## src/design/dst_pkg.sv

```systemverilog
// shared types, constants and constant-divisor helpers for the digit step tuner
`timescale 1ns / 1ps

package dst_pkg;

  // register map, word index on the configuration port
  localparam int unsigned AddrWidth = 4;
  typedef enum logic [1:0] {
    REG_BLANK_CODE = 2'd0,
    REG_BRIGHT_MIN = 2'd1,
    REG_BRIGHT_MAX = 2'd2
  } reg_index_t;

  // reset values of the registers
  localparam logic [3:0] BLANK_CODE_RESET = 4'd15;
  localparam logic [7:0] BRIGHT_MIN_RESET = 8'd1;
  localparam logic [7:0] BRIGHT_MAX_RESET = 8'd15;

  // button codes, the remaining code is ignored
  typedef enum logic [2:0] {
    BTN_NONE       = 3'd0,
    BTN_ONES_UP    = 3'd1,
    BTN_ONES_DOWN  = 3'd2,
    BTN_TENS_UP    = 3'd3,
    BTN_TENS_DOWN  = 3'd4,
    BTN_HUND_UP    = 3'd5,
    BTN_HUND_DOWN  = 3'd6
  } button_t;

  // band limits in half-kHz units
  localparam logic [12:0] BAND_LOW   = 13'd300;
  localparam logic [12:0] BAND_HIGH  = 13'd3500;
  localparam logic [12:0] BAND_EXTRA = 13'd4364;

  // one accepted input transaction
  typedef struct packed {
    logic [2:0]  button;
    logic        fine_mode;
    logic [12:0] stored_freq;
    logic [12:0] display_freq;
    logic        self_test_active;
    logic        half_second_tick;
  } item_t;

  // configuration register set
  typedef struct packed {
    logic [3:0] blank_code;
    logic [7:0] bright_min;
    logic [7:0] bright_max;
  } cfg_t;

  // tuner results for one transaction
  typedef struct packed {
    logic [12:0] current_freq;
    logic [7:0]  brightness;
    logic        brightness_changed;
  } tune_res_t;

  // five display digits, thousands digit first
  typedef struct packed {
    logic [3:0] thousands;
    logic [3:0] hundreds;
    logic [3:0] tens;
    logic [3:0] units;
    logic [3:0] half;
  } digits_t;

  // x / 10 for a 12-bit value, reciprocal 6554 / 2^16 is exact over the range
  function automatic logic [8:0] div10(input logic [11:0] x);
    logic [24:0] p;
    p = 25'(x) * 25'd6554;
    return p[24:16];
  endfunction

  // x / 100 for a 12-bit value, reciprocal 5243 / 2^19
  function automatic logic [5:0] div100(input logic [11:0] x);
    logic [24:0] p;
    p = 25'(x) * 25'd5243;
    return p[24:19];
  endfunction

  // x / 1000 for a 12-bit value, reciprocal 4195 / 2^22
  function automatic logic [2:0] div1000(input logic [11:0] x);
    logic [24:0] p;
    p = 25'(x) * 25'd4195;
    return p[24:22];
  endfunction

endpackage

```

## src/design/digit_step_tuner_with_display_top.sv

```systemverilog
// top level: configuration registers, input register, result register
`timescale 1ns / 1ps

// Takes one button transaction per clock cycle while the output side is not
// stalling, and returns one result for each. A transaction is held in the input
// register, where the tuner step, the brightness step and the five-digit split
// of the display frequency are all worked out combinationally, and its result
// is loaded into the output register once that register is free. The digit
// split uses constant reciprocals between the two registers. Configuration is
// to be written over the APB-style port at word addresses 0 (blank code),
// 1 (lowest brightness) and 2 (highest brightness) only while no transaction
// is in flight; the block itself does not enforce this.
module digit_step_tuner_with_display_top import dst_pkg::*; (
  input  logic                 clk,
  input  logic                 rst,
  // configuration port
  input  logic                 psel,
  input  logic                 penable,
  input  logic                 pwrite,
  input  logic [AddrWidth-1:0] paddr,
  input  logic [31:0]          pwdata,
  output logic [31:0]          prdata,
  output logic                 pready,
  // input channel
  input  logic                 in_valid,
  output logic                 in_ready,
  input  logic [2:0]           button,
  input  logic                 fine_mode,
  input  logic [12:0]          stored_freq,
  input  logic [12:0]          display_freq,
  input  logic                 self_test_active,
  input  logic                 half_second_tick,
  // output channel
  output logic                 out_valid,
  input  logic                 out_ready,
  output logic [12:0]          current_freq,
  output logic [3:0]           digit_half,
  output logic [3:0]           digit_units,
  output logic [3:0]           digit_tens,
  output logic [3:0]           digit_hundreds,
  output logic [3:0]           digit_thousands,
  output logic [7:0]           brightness,
  output logic                 brightness_changed
);

  cfg_t      cfg;
  logic      cfg_wr;
  logic      s1_valid;
  item_t     s1_item;
  logic      s1_advance;
  logic      upd;
  tune_res_t tune_res;
  digits_t   digits;

  // register writes
  assign pready = 1'b1;
  assign cfg_wr = psel && penable && pwrite && pready;

  always_ff @(posedge clk) begin
    if (rst) begin
      cfg.blank_code <= BLANK_CODE_RESET;
      cfg.bright_min <= BRIGHT_MIN_RESET;
      cfg.bright_max <= BRIGHT_MAX_RESET;
    end else if (cfg_wr) begin
      unique case (paddr[3:2])
        REG_BLANK_CODE: cfg.blank_code <= pwdata[3:0];
        REG_BRIGHT_MIN: cfg.bright_min <= pwdata[7:0];
        REG_BRIGHT_MAX: cfg.bright_max <= pwdata[7:0];
        default: ;
      endcase
    end
  end

  // register reads
  always_comb begin
    unique case (paddr[3:2])
      REG_BLANK_CODE: prdata = {28'd0, cfg.blank_code};
      REG_BRIGHT_MIN: prdata = {24'd0, cfg.bright_min};
      REG_BRIGHT_MAX: prdata = {24'd0, cfg.bright_max};
      default:        prdata = '0;
    endcase
  end

  // flow control between input and result registers
  assign s1_advance = !out_valid || out_ready;
  assign in_ready   = !s1_valid || s1_advance;
  assign upd        = s1_valid && s1_advance;

  // input register
  always_ff @(posedge clk) begin
    if (rst) begin
      s1_valid <= 1'b0;
    end else if (in_ready) begin
      s1_valid <= in_valid;
    end
  end

  always_ff @(posedge clk) begin
    if (in_valid && in_ready) begin
      s1_item.button           <= button;
      s1_item.fine_mode        <= fine_mode;
      s1_item.stored_freq      <= stored_freq;
      s1_item.display_freq     <= display_freq;
      s1_item.self_test_active <= self_test_active;
      s1_item.half_second_tick <= half_second_tick;
    end
  end

  // tuner and display logic
  dst_tuner u_tuner (
    .clk  (clk),
    .rst  (rst),
    .upd  (upd),
    .item (s1_item),
    .cfg  (cfg),
    .res  (tune_res)
  );

  dst_display u_display (
    .clk    (clk),
    .rst    (rst),
    .upd    (upd),
    .item   (s1_item),
    .cfg    (cfg),
    .digits (digits)
  );

  // result register
  always_ff @(posedge clk) begin
    if (rst) begin
      out_valid <= 1'b0;
    end else if (s1_advance) begin
      out_valid <= s1_valid;
    end
  end

  always_ff @(posedge clk) begin
    if (upd) begin
      current_freq       <= tune_res.current_freq;
      brightness         <= tune_res.brightness;
      brightness_changed <= tune_res.brightness_changed;
      digit_half         <= digits.half;
      digit_units        <= digits.units;
      digit_tens         <= digits.tens;
      digit_hundreds     <= digits.hundreds;
      digit_thousands    <= digits.thousands;
    end
  end

  // both registers full and the output stalled: no new transaction may enter
  a_full_stall: assert property (@(posedge clk) disable iff (rst)
    s1_valid && out_valid && !out_ready |-> !in_ready)
    else $error("input taken while both registers are full");

  // a held transaction moves to the output as soon as the result register frees
  a_s1_moves: assert property (@(posedge clk) disable iff (rst)
    s1_valid && s1_advance |=> out_valid)
    else $error("transaction lost between input and result registers");

endmodule

```

## src/design/dst_tuner.sv

```systemverilog
// fine digit stepping of the kept frequency and brightness stepping in channel mode
`timescale 1ns / 1ps

module dst_tuner import dst_pkg::*; (
  input  logic      clk,
  input  logic      rst,
  input  logic      upd,
  input  item_t     item,
  input  cfg_t      cfg,
  output tune_res_t res
);

  logic [11:0] tuned_freq;
  logic [11:0] tuned_freq_next;
  logic [7:0]  bright_level;
  logic [7:0]  bright_level_next;

  logic [11:0] half_f;
  logic [8:0]  q10;
  logic [5:0]  q100;
  logic [4:0]  mod20;
  logic [3:0]  tens;
  logic [4:0]  hund;
  logic [11:0] stepped;
  logic [7:0]  lvl_dn;
  logic [7:0]  lvl_up;

  // digit fields of the kept frequency
  always_comb begin
    half_f = {1'b0, tuned_freq[11:1]};
    q10    = div10(half_f);
    q100   = div100(half_f);
    mod20  = 5'(tuned_freq - 12'(q10) * 12'd20);
    tens   = 4'(q10 - 9'(q100) * 9'd10);
    hund   = (q100 == 6'd20) ? 5'd0 : q100[4:0];
  end

  // one digit step with wrap inside its range
  always_comb begin
    stepped = tuned_freq;
    case (item.button)
      BTN_ONES_UP:   stepped = (mod20 == 5'd19) ? tuned_freq - 12'd19 : tuned_freq + 12'd1;
      BTN_ONES_DOWN: stepped = (mod20 == 5'd0) ? tuned_freq + 12'd19 : tuned_freq - 12'd1;
      BTN_TENS_UP:   stepped = (tens == 4'd9) ? tuned_freq - 12'd180 : tuned_freq + 12'd20;
      BTN_TENS_DOWN: stepped = (tens == 4'd0) ? tuned_freq + 12'd180 : tuned_freq - 12'd20;
      BTN_HUND_UP:   stepped = (hund == 5'd19) ? tuned_freq - 12'd3800 : tuned_freq + 12'd200;
      BTN_HUND_DOWN: stepped = (hund == 5'd0) ? tuned_freq + 12'd3800 : tuned_freq - 12'd200;
      default:       stepped = tuned_freq;
    endcase
  end

  // brightness one step down or up, then clamped to the limits
  always_comb begin
    lvl_dn = (bright_level == 8'd0) ? 8'd0 : bright_level - 8'd1;
    if (lvl_dn < cfg.bright_min) begin
      lvl_dn = cfg.bright_min;
    end
    lvl_up = (bright_level == 8'hff) ? 8'hff : bright_level + 8'd1;
    if (lvl_up > cfg.bright_max) begin
      lvl_up = cfg.bright_max;
    end
  end

  // next state for this transaction
  always_comb begin
    tuned_freq_next   = tuned_freq;
    bright_level_next = bright_level;
    if (item.fine_mode) begin
      tuned_freq_next = stepped;
    end else if (item.button == BTN_TENS_UP) begin
      bright_level_next = lvl_dn;
    end else if (item.button == BTN_TENS_DOWN) begin
      bright_level_next = lvl_up;
    end
  end

  // results
  always_comb begin
    res.current_freq       = item.fine_mode ? {1'b0, tuned_freq_next} : item.stored_freq;
    res.brightness         = bright_level_next;
    res.brightness_changed = (bright_level_next != bright_level);
  end

  // state registers
  always_ff @(posedge clk) begin
    if (rst) begin
      tuned_freq   <= '0;
      bright_level <= BRIGHT_MIN_RESET;
    end else if (upd) begin
      tuned_freq   <= tuned_freq_next;
      bright_level <= bright_level_next;
    end
  end

  // channel transactions never move the kept frequency
  a_freq_hold: assert property (@(posedge clk) disable iff (rst)
    !(upd && item.fine_mode) |=> $stable(tuned_freq))
    else $error("kept frequency moved outside a fine-mode transaction");

  // fine transactions never move the brightness
  a_level_hold: assert property (@(posedge clk) disable iff (rst)
    !(upd && !item.fine_mode) |=> $stable(bright_level))
    else $error("brightness moved outside a channel-mode transaction");

endmodule

```

## src/design/dst_display.sv

```systemverilog
// five-digit split of the display frequency, leading-zero blanking and blink control
`timescale 1ns / 1ps

module dst_display import dst_pkg::*; (
  input  logic    clk,
  input  logic    rst,
  input  logic    upd,
  input  item_t   item,
  input  cfg_t    cfg,
  output digits_t digits
);

  logic        blink_phase;
  logic        blink_phase_next;
  logic [11:0] half_v;
  logic [8:0]  q1;
  logic [5:0]  q2;
  logic [2:0]  q3;
  logic        steady;
  digits_t     raw;

  // decimal split by constant reciprocals
  always_comb begin
    half_v = item.display_freq[12:1];
    q1     = div10(half_v);
    q2     = div100(half_v);
    q3     = div1000(half_v);
    raw.half      = item.display_freq[0] ? 4'd5 : 4'd0;
    raw.units     = 4'(half_v - 12'(q1) * 12'd10);
    raw.tens      = 4'(q1 - 9'(q2) * 9'd10);
    raw.hundreds  = 4'(q2 - 6'(q3) * 6'd10);
    raw.thousands = {1'b0, q3};
  end

  // band check and blink phase
  always_comb begin
    steady = ((item.display_freq >= BAND_LOW && item.display_freq <= BAND_HIGH) ||
              item.display_freq == BAND_EXTRA) && !item.self_test_active;
    blink_phase_next = blink_phase;
    if (!steady && item.half_second_tick) begin
      blink_phase_next = ~blink_phase;
    end
  end

  // leading-zero blanking, then blanking of the whole row in the off phase
  always_comb begin
    digits = raw;
    if (raw.thousands == 4'd0) begin
      digits.thousands = cfg.blank_code;
      if (raw.hundreds == 4'd0) begin
        digits.hundreds = cfg.blank_code;
        if (raw.tens == 4'd0) begin
          digits.tens = cfg.blank_code;
        end
      end
    end
    if (!steady && blink_phase) begin
      digits = {5{cfg.blank_code}};
    end
  end

  // blink phase register
  always_ff @(posedge clk) begin
    if (rst) begin
      blink_phase <= 1'b0;
    end else if (upd) begin
      blink_phase <= blink_phase_next;
    end
  end

  // the phase only turns on a tick
  a_blink_tick: assert property (@(posedge clk) disable iff (rst)
    !(upd && item.half_second_tick) |=> $stable(blink_phase))
    else $error("blink phase toggled without a tick");

endmodule

```

## config.mk

```make
export PLATFORM = sky130hd
export DESIGN_NAME = digit_step_tuner_with_display_top
export DESIGN_NICKNAME = d
export VERILOG_FILES = /design/src/design/dst_pkg.sv /design/src/design/digit_step_tuner_with_display_top.sv /design/src/design/dst_tuner.sv /design/src/design/dst_display.sv
export SDC_FILE = /design/constraint.sdc
export NUM_CORES = 1
export LEC_CHECK = 0
export BUFFER_PORTS_ARGS = -buffer_cell sky130_fd_sc_hd__buf_2
export CORE_MARGIN = 2
export CORE_UTILIZATION = 65
export DETAILED_ROUTE_END_ITERATION = 10
export GPL_TIMING_DRIVEN = 0
export PLACE_DENSITY = 0.86
export SLEW_MARGIN = 20
export SYNTH_ARGS = -nofsm -noshare
export SYNTH_HDL_FRONTEND = slang
export SYNTH_HIERARCHICAL = 1
export SYNTH_SLANG_ARGS = --single-unit
```

## constraint.sdc

```tcl
create_clock -name clk -period 13.3 [get_ports clk]
set_clock_uncertainty 0.15 [all_clocks]
set_input_delay 1.995 -clock clk [delete_from_list [all_inputs] [get_ports clk]]
set_output_delay 1.995 -clock clk [all_outputs]
set_load 0.02 [all_outputs]
```

==> results.toml, run 1 <==
[outcome]
status = "complete, no violations"

[power]
peakVddDrop_v = 0.000152
p_leak_nw = 10.6
powerDensity_mw_per_mm2 = 140
total_power_mw = 2.77

[grt]
antenna_found_initial = 4
grt.overflow.total = 0
grt_pass1_vias = 14632
grt_max_degree = 25
track_usage = 0.326
grt_pass1_wl_mm = 74.2

[finish]
final_common_cell = "ha_1"
drive_gt1_frac = 0.111
final_cell_mix = "374 x ha_1, 364 x inv_1, 164 x fa_1"
layout.nets = 2614
fill_cells = 1912
area_delta_synth_final_pct = 9.57
instances_no_fill = 2396

[hold_path]
hold_start = "cfg[14]"
hold_class = "register to register"
holdPathEnd = "cfg[14]"
whs_path_depth = 2

[clocking]
insertion_delay_ns = 0.44
cts_resized = 0
cts_tree = "built"
numCtsBuffers = 17
htreeDepth = 4
root_buffer = "clkbuf_16"
clock-sinks = 117
cts_setup_buffers = 0
path_clk_slew_ns = 0.06
holdBufCountCts = 0
clockBufferDepth = 2

[timing]
fmax_mhz = 93.0
max_slew_margin = 0.328
setup_viol = 0
hold_violations = 0
tns_ns = 0
finalCriticalPeriod_ns = 10.76
slew_viol_final = 0
worst_pin_slew_ns = 1.01
setup_ws_ns = 2.54
fin_crit_sh = 0.809
rsz0062_at_grt = "no"

[yosys]
async_reset_ff_frac = 0
synth_top_family_by_area = "adder cells"
yosys_warnings = 6
synth_edf_count = 74
yosys.area_share.simple = 0.0942
synth-xor-area-share = 0.0422
synthMuxAreaShare = 0.0429
synth_flop_cell = "edfxtp_1"
synth_compound_area_frac = 0.113
netlist_area_sq_mm = 0.0181
ys_seq_area_frac = 0.171
ys_types = 90
synth_adder_area_share = 0.441
syn_avg_cell_area_sq_um = 9.73
synthCells = 1858
synth_seq_cells = 117

[critical_path]
cpLargestDelayFamily = "adder cells"
worstReg2RegEnd = "current_freq[10]"
crit_arrival_ns = 10.75
cp_max_fo = 14
r2r_cells = 38
worstSetupStartpointType = "register"
rr_startpoint = "u_tuner/tuned_freq[4]"
worst_path_max_delay_cell = "dfxtp_1"
crit_required_ns = 13.29
cp-end-kind = "register"
criticalPathCategory = "register to register"
path_buf_inv = 6
r2r_setup_slack_ns = 2.54
cpPeakStageDelay_ns = 0.86

[route]
met3WireLength_mm = 2.97
wl_met2_mm = 22.5
drc = 0
drt-wirelength-per-cell_um = 19.1
first_pass_iters = 7
highest_layer = "met4"
ant_nets = 0
vias = 14162
wl_met1_mm = 18.2
via_per_inst = 5.91
drtIter0Drc = 1245
routed_wl_mm = 45.7

[flow_run]
cap_viol_max_count = 0

[placed_design]
dp_hpwl_mm = 36.6
gp_congestion = 0.951
dp_cells = 2360
place_ws_ns = 2.68
port_buffers = 99

[floorplanning]
coreArea_sq_mm = 0.0276
top_level_ports = 152
start_util = 0.656
die_y_um = 171
fp.dieW_um = 171
dieArea_sq_mm = 0.0291
placementRows = 61
cell usage after synthesis, types with 8 or more instances:
cell,count,share of area
ha_1,374,0.26
inv_1,364,0.076
fa_1,164,0.18
nor2_1,87,0.018
edfxtp_1,74,0.12
nand2_1,67,0.014
a21oi_1,66,0.018
mux2i_1,58,0.032
xnor2_1,57,0.028
o21ai_0,45,0.012
dfxtp_1,43,0.048
a21o_1,41,0.017
nand3_1,31,0.0086
nand2b_1,30,0.010
clkbuf_1,26,0.0054
buf_4,25,0.010
xor2_1,25,0.012
nor3_1,17,0.0047
mux2_2,16,0.010
nor2b_1,16,0.0055
and3_1,13,0.0045
or2_2,13,0.0045
and2_1,11,0.0038
o21bai_1,11,0.0046
a211oi_1,9,0.0037
nand4_1,9,0.0031
o21a_1,9,0.0037
o31ai_1,9,0.0037
a221oi_1,8,0.0039
through the flow:
step                      instance area [sq um]   util  hold slack, ns
final                                     19800  0.719           0.373
after global routing                      19800  0.718           0.400
after CTS                                 19800  0.718           0.367
after detailed placement                  19200  0.697           0.357
after global placement                    19100  0.694           0.340
after floorplan                           18200      -           0.320
flip-flops by register name (all words and copies together), names as in the netlist:
register,count
s1_item,32
cfg,20
current_freq,13
u_tuner/tuned_freq,12
brightness,8
u_tuner/bright_level,8
digit_half,4
digit_hundreds,4
digit_tens,4
digit_thousands,4
digit_units,4
brightness_changed,1
out_valid,1
s1_valid,1
u_display/blink_phase,1
power by group:
part	switching (mW)	internal [mW]	leakage [nW]
clock	0.183	0.294	0.281
sequential	0.0331	0.461	1.06
combinational	1.04	0.753	9.24
logic make-up after synthesis:
family,after synthesis
adders and majority gates,539
buffers and inverters,426
and+or+nand+nor,327
AOI/OAI and AO/OA,288
DFF,117
xor gates and xnor gates,84
muxes,75
other,2
worst reg2reg max path: cells and delay by family, from the launching register on:
kind / cells / cell delay, ns
compound gates: 11 / 2.73
fa+ha+maj: 9 / 3.57
simple gates: 6 / 1.05
xor+xnor: 6 / 1.35
buf+inv: 6 / 0.78
flops: 1 / 0.86
cell type report:
class | count | area (sq um) | share of cell area
timing repair buffer | 101 | 551 | 0.0278
buffer | 62 | 350 | 0.0177
clock inverter | 13 | 158 | 0.00796
antenna | 4 | 10.0 | 0.000506
tap | 378 | 473 | 0.0239
inverter | 364 | 1370 | 0.0690
clock buffer | 19 | 433 | 0.0219
multi-input combinational | 1338 | 13400 | 0.676
sequential | 117 | 3080 | 0.156
layer usage:
layer  up-vias  global-route usage
li1       6540                   -
met1      6854               0.401
met2       627               0.562
met3       141              0.0518
met4         0               0.154
met5         -                   0
worst max-delay path by stage:
stage                     depth (start not counted)                to                   from  slack, ns
after CTS                                        38  current_freq[10]  u_tuner/tuned_freq[4]       2.63
after floorplan                                  38  current_freq[10]  u_tuner/tuned_freq[4]       4.23
after global placement                           38  current_freq[10]  u_tuner/tuned_freq[4]       2.98
after global routing                             38  current_freq[10]  u_tuner/tuned_freq[4]       1.82
final                                            38  current_freq[10]  u_tuner/tuned_freq[4]       2.54
after detailed placement                         38  current_freq[10]  u_tuner/tuned_freq[4]       2.68
No activity file was read; power rests on OpenSTA's default activity.
==> run 2, diff against run 1 <==
- CORE_UTILIZATION: 65 -> 63
- PLACE_DENSITY: 0.86 -> 0.83
- clock period: 13.3 -> 11.2 ns (I/O delays scaled with it)
==> results.toml, run 2 (synthesis gave the netlist of run 1 again) <==
[clocking]
numCtsBuffers = 17
clock-sinks = 117
path_clk_slew_ns = 0.06
root_buffer = "clkbuf_16"
htreeDepth = 4
cts_tree = "built"
clockBufferDepth = 2
insertion_delay_ns = 0.44

[route]
drt-wirelength-per-cell_um = 18.8
drc = 0
vias = 13945
routed_wl_mm = 45.2
drtIter0Drc = 1135
ant_nets = 0
via_per_inst = 5.81
first_pass_iters = 6

[hold_path]
hold_class = "register to register"
whs_path_depth = 2
hold_start = "cfg[14]"
holdPathEnd = "cfg[14]"

[placed_design]
port_buffers = 99
gp_congestion = 0.953
dp_hpwl_mm = 36.4

[timing]
rsz0062_at_grt = "no"
hold_violations = 0
finalCriticalPeriod_ns = 10.45
tns_ns = 0
max_slew_margin = 0.325
fin_crit_sh = 0.933
worst_pin_slew_ns = 1.01
setup_viol = 0
slew_viol_final = 0
fmax_mhz = 95.7

[power]
total_power_mw = 3.24
p_leak_nw = 10.6
powerDensity_mw_per_mm2 = 164
peakVddDrop_v = 0.000186

[critical_path]
cpLargestDelayFamily = "adder cells"
worstReg2RegEnd = "current_freq[10]"
cp.depth = 36
worst_path_max_delay_cell = "dfxtp_1"
cpPeakStageDelay_ns = 0.99
cp_max_fo = 17
crit_arrival_ns = 10.45
crit_required_ns = 11.20
r2r_setup_slack_ns = 0.75
cp-end-kind = "register"
worstSetupStartpointType = "register"
cpMostUsedCell = "fa_1"
path_buf_inv = 4
r2r_cells = 36
criticalPathCategory = "register to register"
rr_startpoint = "u_tuner/tuned_freq[3]"

[floorplanning]
placementRows = 62
fp.dieW_um = 173
die_y_um = 173
dieArea_sq_mm = 0.0301
start_util = 0.635
coreArea_sq_mm = 0.0285
top_level_ports = 152

[grt]
grt.overflow.total = 0
grt_max_degree = 25
grt_pass1_vias = 14792
antenna_found_initial = 3
grt_pass1_wl_mm = 74.6
track_usage = 0.313

[finish]
drive_gt1_frac = 0.113
area_delta_synth_final_pct = 9.37
top_register = "s1_item"
top_regs = "s1_item (32), cfg (20), current_freq (13)"
final_cell_mix = "374 x ha_1, 364 x inv_1, 164 x fa_1"
layout.nets = 2614
largest_register_ffs = 32
final_common_cell = "ha_1"

[outcome]
status = "complete, no violations"

[flow_run]
cap_viol_max_count = 0
-- run 2: cell types whose count changed in the layout (fill, tap and decap cells not counted), sizes merged --
| cell | delta |
|---|---|
| bufinv | -3 |
| clkinvlp | -3 |
| inv | +3 |
| clkinv | +2 |
| clkbuf | +1 |
| diode | -1 |
-- run 2: final cells by class --
| cell class | count | area, sq um |
|---|---|---|
| Fill cell | 2142 | 8710 |
| Timing Repair Buffer | 101 | 551 |
| Buffer | 62 | 350 |
| Tap cell | 384 | 480 |
| Sequential cell | 117 | 3090 |
| Inverter | 364 | 1370 |
| Clock inverter | 12 | 75.1 |
| Multi-Input combinational cell | 1338 | 13400 |
| Clock buffer | 20 | 472 |
| Antenna cell | 3 | 7.51 |
-- run 2: through the flow --
step                 util  instances  setup slack (ns)  cell area, sq um  hold slack [ns]
finish              0.694       2401             0.754             19800            0.376
global route        0.694       2401             0.108             19800            0.405
CTS                 0.694       2398             0.648             19800            0.375
detailed placement  0.675       2366             0.730             19200            0.366
global placement    0.672       2364             0.940             19100            0.347
floorplan               -       1881              2.13             18200            0.320
-- run 2: per-layer routing --
| layer | global-route usage | wire (um) | vias to the layer above |
|---|---|---|---|
| li1 | - | - | 6532 |
| met1 | 0.384 | 18400 | 6740 |
| met2 | 0.537 | 22100 | 515 |
| met3 | 0.0480 | 2490 | 158 |
| met4 | 0.156 | 2240 | 0 |
| met5 | 0 | 0 | - |
-- run 2: report_power, final --
part	leakage [nW]	total, mW	internal (mW)	switching (mW)
logic	9.24	2.13	0.898	1.23
registers	1.06	0.588	0.548	0.0405
clock network	0.283	0.522	0.303	0.219
total	10.6	3.24	1.75	1.49
-- run 2: worst reg2reg max path: cells and delay by family (launching register included) --
family	cells	cell delay, ns
adders and majority gates	9	3.64
AOI/OAI and AO/OA	11	2.66
xor gates and xnor gates	6	1.31
and+or+nand+nor	6	1.03
DFF	1	0.99
buffers and inverters	4	0.38
-- run 2: what timing repair did --
| item | CTS | global route |
|---|---|---|
| hold buffers | 0 | 0 |
| endpoints found under the setup margin | 0 | 2 |
| resized for setup | 0 | 2 |
| buffers inserted | 0 | 0 |
-- run 2: worst max path at each step --
stage,startpoint,to,slack (ns)
6_report,u_tuner/tuned_freq[3],current_freq[10],0.75
5_1_grt,u_tuner/tuned_freq[3],current_freq[11],0.11
4_1_cts,u_tuner/tuned_freq[4],current_freq[10],0.65
3_5_place_dp,u_tuner/tuned_freq[4],current_freq[10],0.73
3_3_place_gp,u_tuner/tuned_freq[4],current_freq[10],0.94
2_1_floorplan,u_tuner/tuned_freq[4],current_freq[10],2.13
==> run 3, diff against run 2 <==
- BUFFER_PORTS_ARGS: -buffer_cell sky130_fd_sc_hd__buf_2 -> not set
- CORE_UTILIZATION: 63 -> 65
- DONT_BUFFER_PORTS: not set -> 1
- PLACE_DENSITY: 0.83 -> 0.81
- TNS_END_PERCENT: not set -> 10
- clock period: 11.2 -> 11.7 ns (I/O delays scaled with it)
==> results.toml, run 3 (synthesis gave the netlist of run 1 again) <==
[power]
pwr-share-comb = 0.620
pwr-share-clk = 0.189
switching_power_mw = 1.38
power.internal_mw = 1.72
powerDensity_mw_per_mm2 = 160
p_leak_nw = 10.2
switching_share = 0.446
peakVddDrop_v = 0.000183
seqPwrFrac = 0.192

[grt]
grt_pass1_vias = 13957
grt.overflow.total = 0
track_usage = 0.313
grt_pass1_wl_mm = 71.2
grt_max_degree = 25
antenna_found_initial = 3

[clocking]
root_buffer = "clkbuf_16"
cts_tree = "built"
insertion_delay_ns = 0.43
clock-sinks = 117
cts_resized = 0
path_clk_slew_ns = 0.07
holdBufCountCts = 0
cts_setup_buffers = 0
htreeDepth = 4
numCtsBuffers = 17
clockBufferDepth = 2

[finish]
top_register = "s1_item"
layout.nets = 2515
final_common_cell = "ha_1"
drive_gt1_frac = 0.0668
area_delta_synth_final_pct = 7.12
largest_register_ffs = 32
fill_cells = 2067
top_regs = "s1_item (32), cfg (20), current_freq (13)"
final_cell_mix = "374 x ha_1, 364 x inv_1, 164 x fa_1"
design_area_sq_mm = 0.0194

[critical_path]
worst_path_max_delay_cell = "dfxtp_1"
criticalPathCategory = "register to register"
cpPeakStageDelay_ns = 0.81
cp-end-kind = "register"
crit_required_ns = 11.69
cpMostUsedCell = "inv_1"
path_buf_inv = 6
r2r_setup_slack_ns = 1.13
worstSetupStartpointType = "register"
cp_max_fo = 14
cpLargestDelayFamily = "adder cells"
crit_arrival_ns = 10.56

[placed_design]
dp_hpwl_mm = 35.9
gp_congestion = 0.956
dpl_cell_area_sq_mm = 0.0187
port_buffers = 0

[route]
routed_wl_mm = 44.2
vias = 13519
drtIter0Drc = 1011
first_pass_iters = 8
ant_nets = 0
drc = 0
drt-wirelength-per-cell_um = 19.2
via_per_inst = 5.89

[timing]
rsz0062_at_grt = "no"
worst_pin_slew_ns = 1.17
tns_ns = 0
fin_crit_sh = 0.903
finalCriticalPeriod_ns = 10.57
max_slew_margin = 0.199
hold_violations = 0
setup_viol = 0
slew_viol_final = 0
fmax_mhz = 94.7

[floorplanning]
placementRows = 61
coreArea_sq_mm = 0.0276
dieArea_sq_mm = 0.0291
start_util = 0.656
fp.dieW_um = 171
die_y_um = 171
top_level_ports = 152

[flow_run]
cap_viol_max_count = 0

[hold_path]
hold_class = "register to register"

[outcome]
status = "complete, no violations"
[run 3: cell count changes in the layout (fill, tap and decap cells not counted)]
cell       change
nor3b_1        -1
inv_8          +1
nor3b_2        +1
dfxtp_1        +2
clkbuf_16      -1
clkbuf_4       -1
clkinv_2       -5
clkbuf_8       -1
clkinv_4       +1
inv_4          -3
inv_6          +5
dfxtp_2        -2
buf_2         -99
bufinv_16      +4
[run 3: path summary, 6_finish.rpt]
path	start	endpoint	cells past startpoint
max	u_tuner/tuned_freq[4]	current_freq[11]	37
min reg2reg	cfg[12]	cfg[12]	2
max reg2reg	u_tuner/tuned_freq[4]	current_freq[11]	37
min	cfg[12]	cfg[12]	2
[run 3: area by class of cell]
type	count	area, sq um	area share
multi-input cells	1338	13400	0.691
flip-flops and latches	117	3080	0.159
inverters	364	1370	0.0706
well taps	378	473	0.0244
clock buffers	17	425	0.0220
plain buffers	62	350	0.0181
clock inverters	15	215	0.0111
repair buffers	2	55.1	0.00284
diodes	3	7.51	0.000388
[run 3: worst reg2reg max path, delay by kind of cell, from the launching register on]
kind / cells / cell delay [ns]
buffers and inverters: 6 / 0.71
AOI/OAI and AO/OA: 9 / 2.31
muxes: 1 / 0.25
adders and majority gates: 9 / 3.41
and+or+nand+nor: 6 / 1.05
xor gates and xnor gates: 6 / 1.60
DFF: 1 / 0.81
[run 3: layer usage]
metal  wire length [um]  vias to the layer above  track usage
met3               2380                      123       0.0435
met1              18100                     6585        0.388
met5                  0                        -            0
met2              21900                      471        0.552
met4               1800                        0        0.123
li1                   -                     6340            -
[run 3: per-stage QoR]
stage	total power [mW]	setup slack [ns]	std cells	utilization	hold slack, ns
floorplan	2.05	2.63	1881	-	0.320
global placement	2.41	1.46	2259	0.676	0.341
detailed placement	2.49	1.26	2261	0.679	0.351
CTS	3.10	1.19	2293	0.702	0.365
global route	3.38	0.653	2295	0.702	0.404
finish	3.11	1.13	2296	0.703	0.360
[run 3: power by group through the flow]
stage | combinational (mW) | clock, mW | sequential [mW]
final | 1.92 | 0.585 | 0.596
after global routing | 2.18 | 0.603 | 0.599
after detailed placement | 1.89 | 0 | 0.604
after floorplan | 1.47 | 0 | 0.586
after global placement | 1.81 | 0 | 0.604
after CTS | 1.92 | 0.588 | 0.596
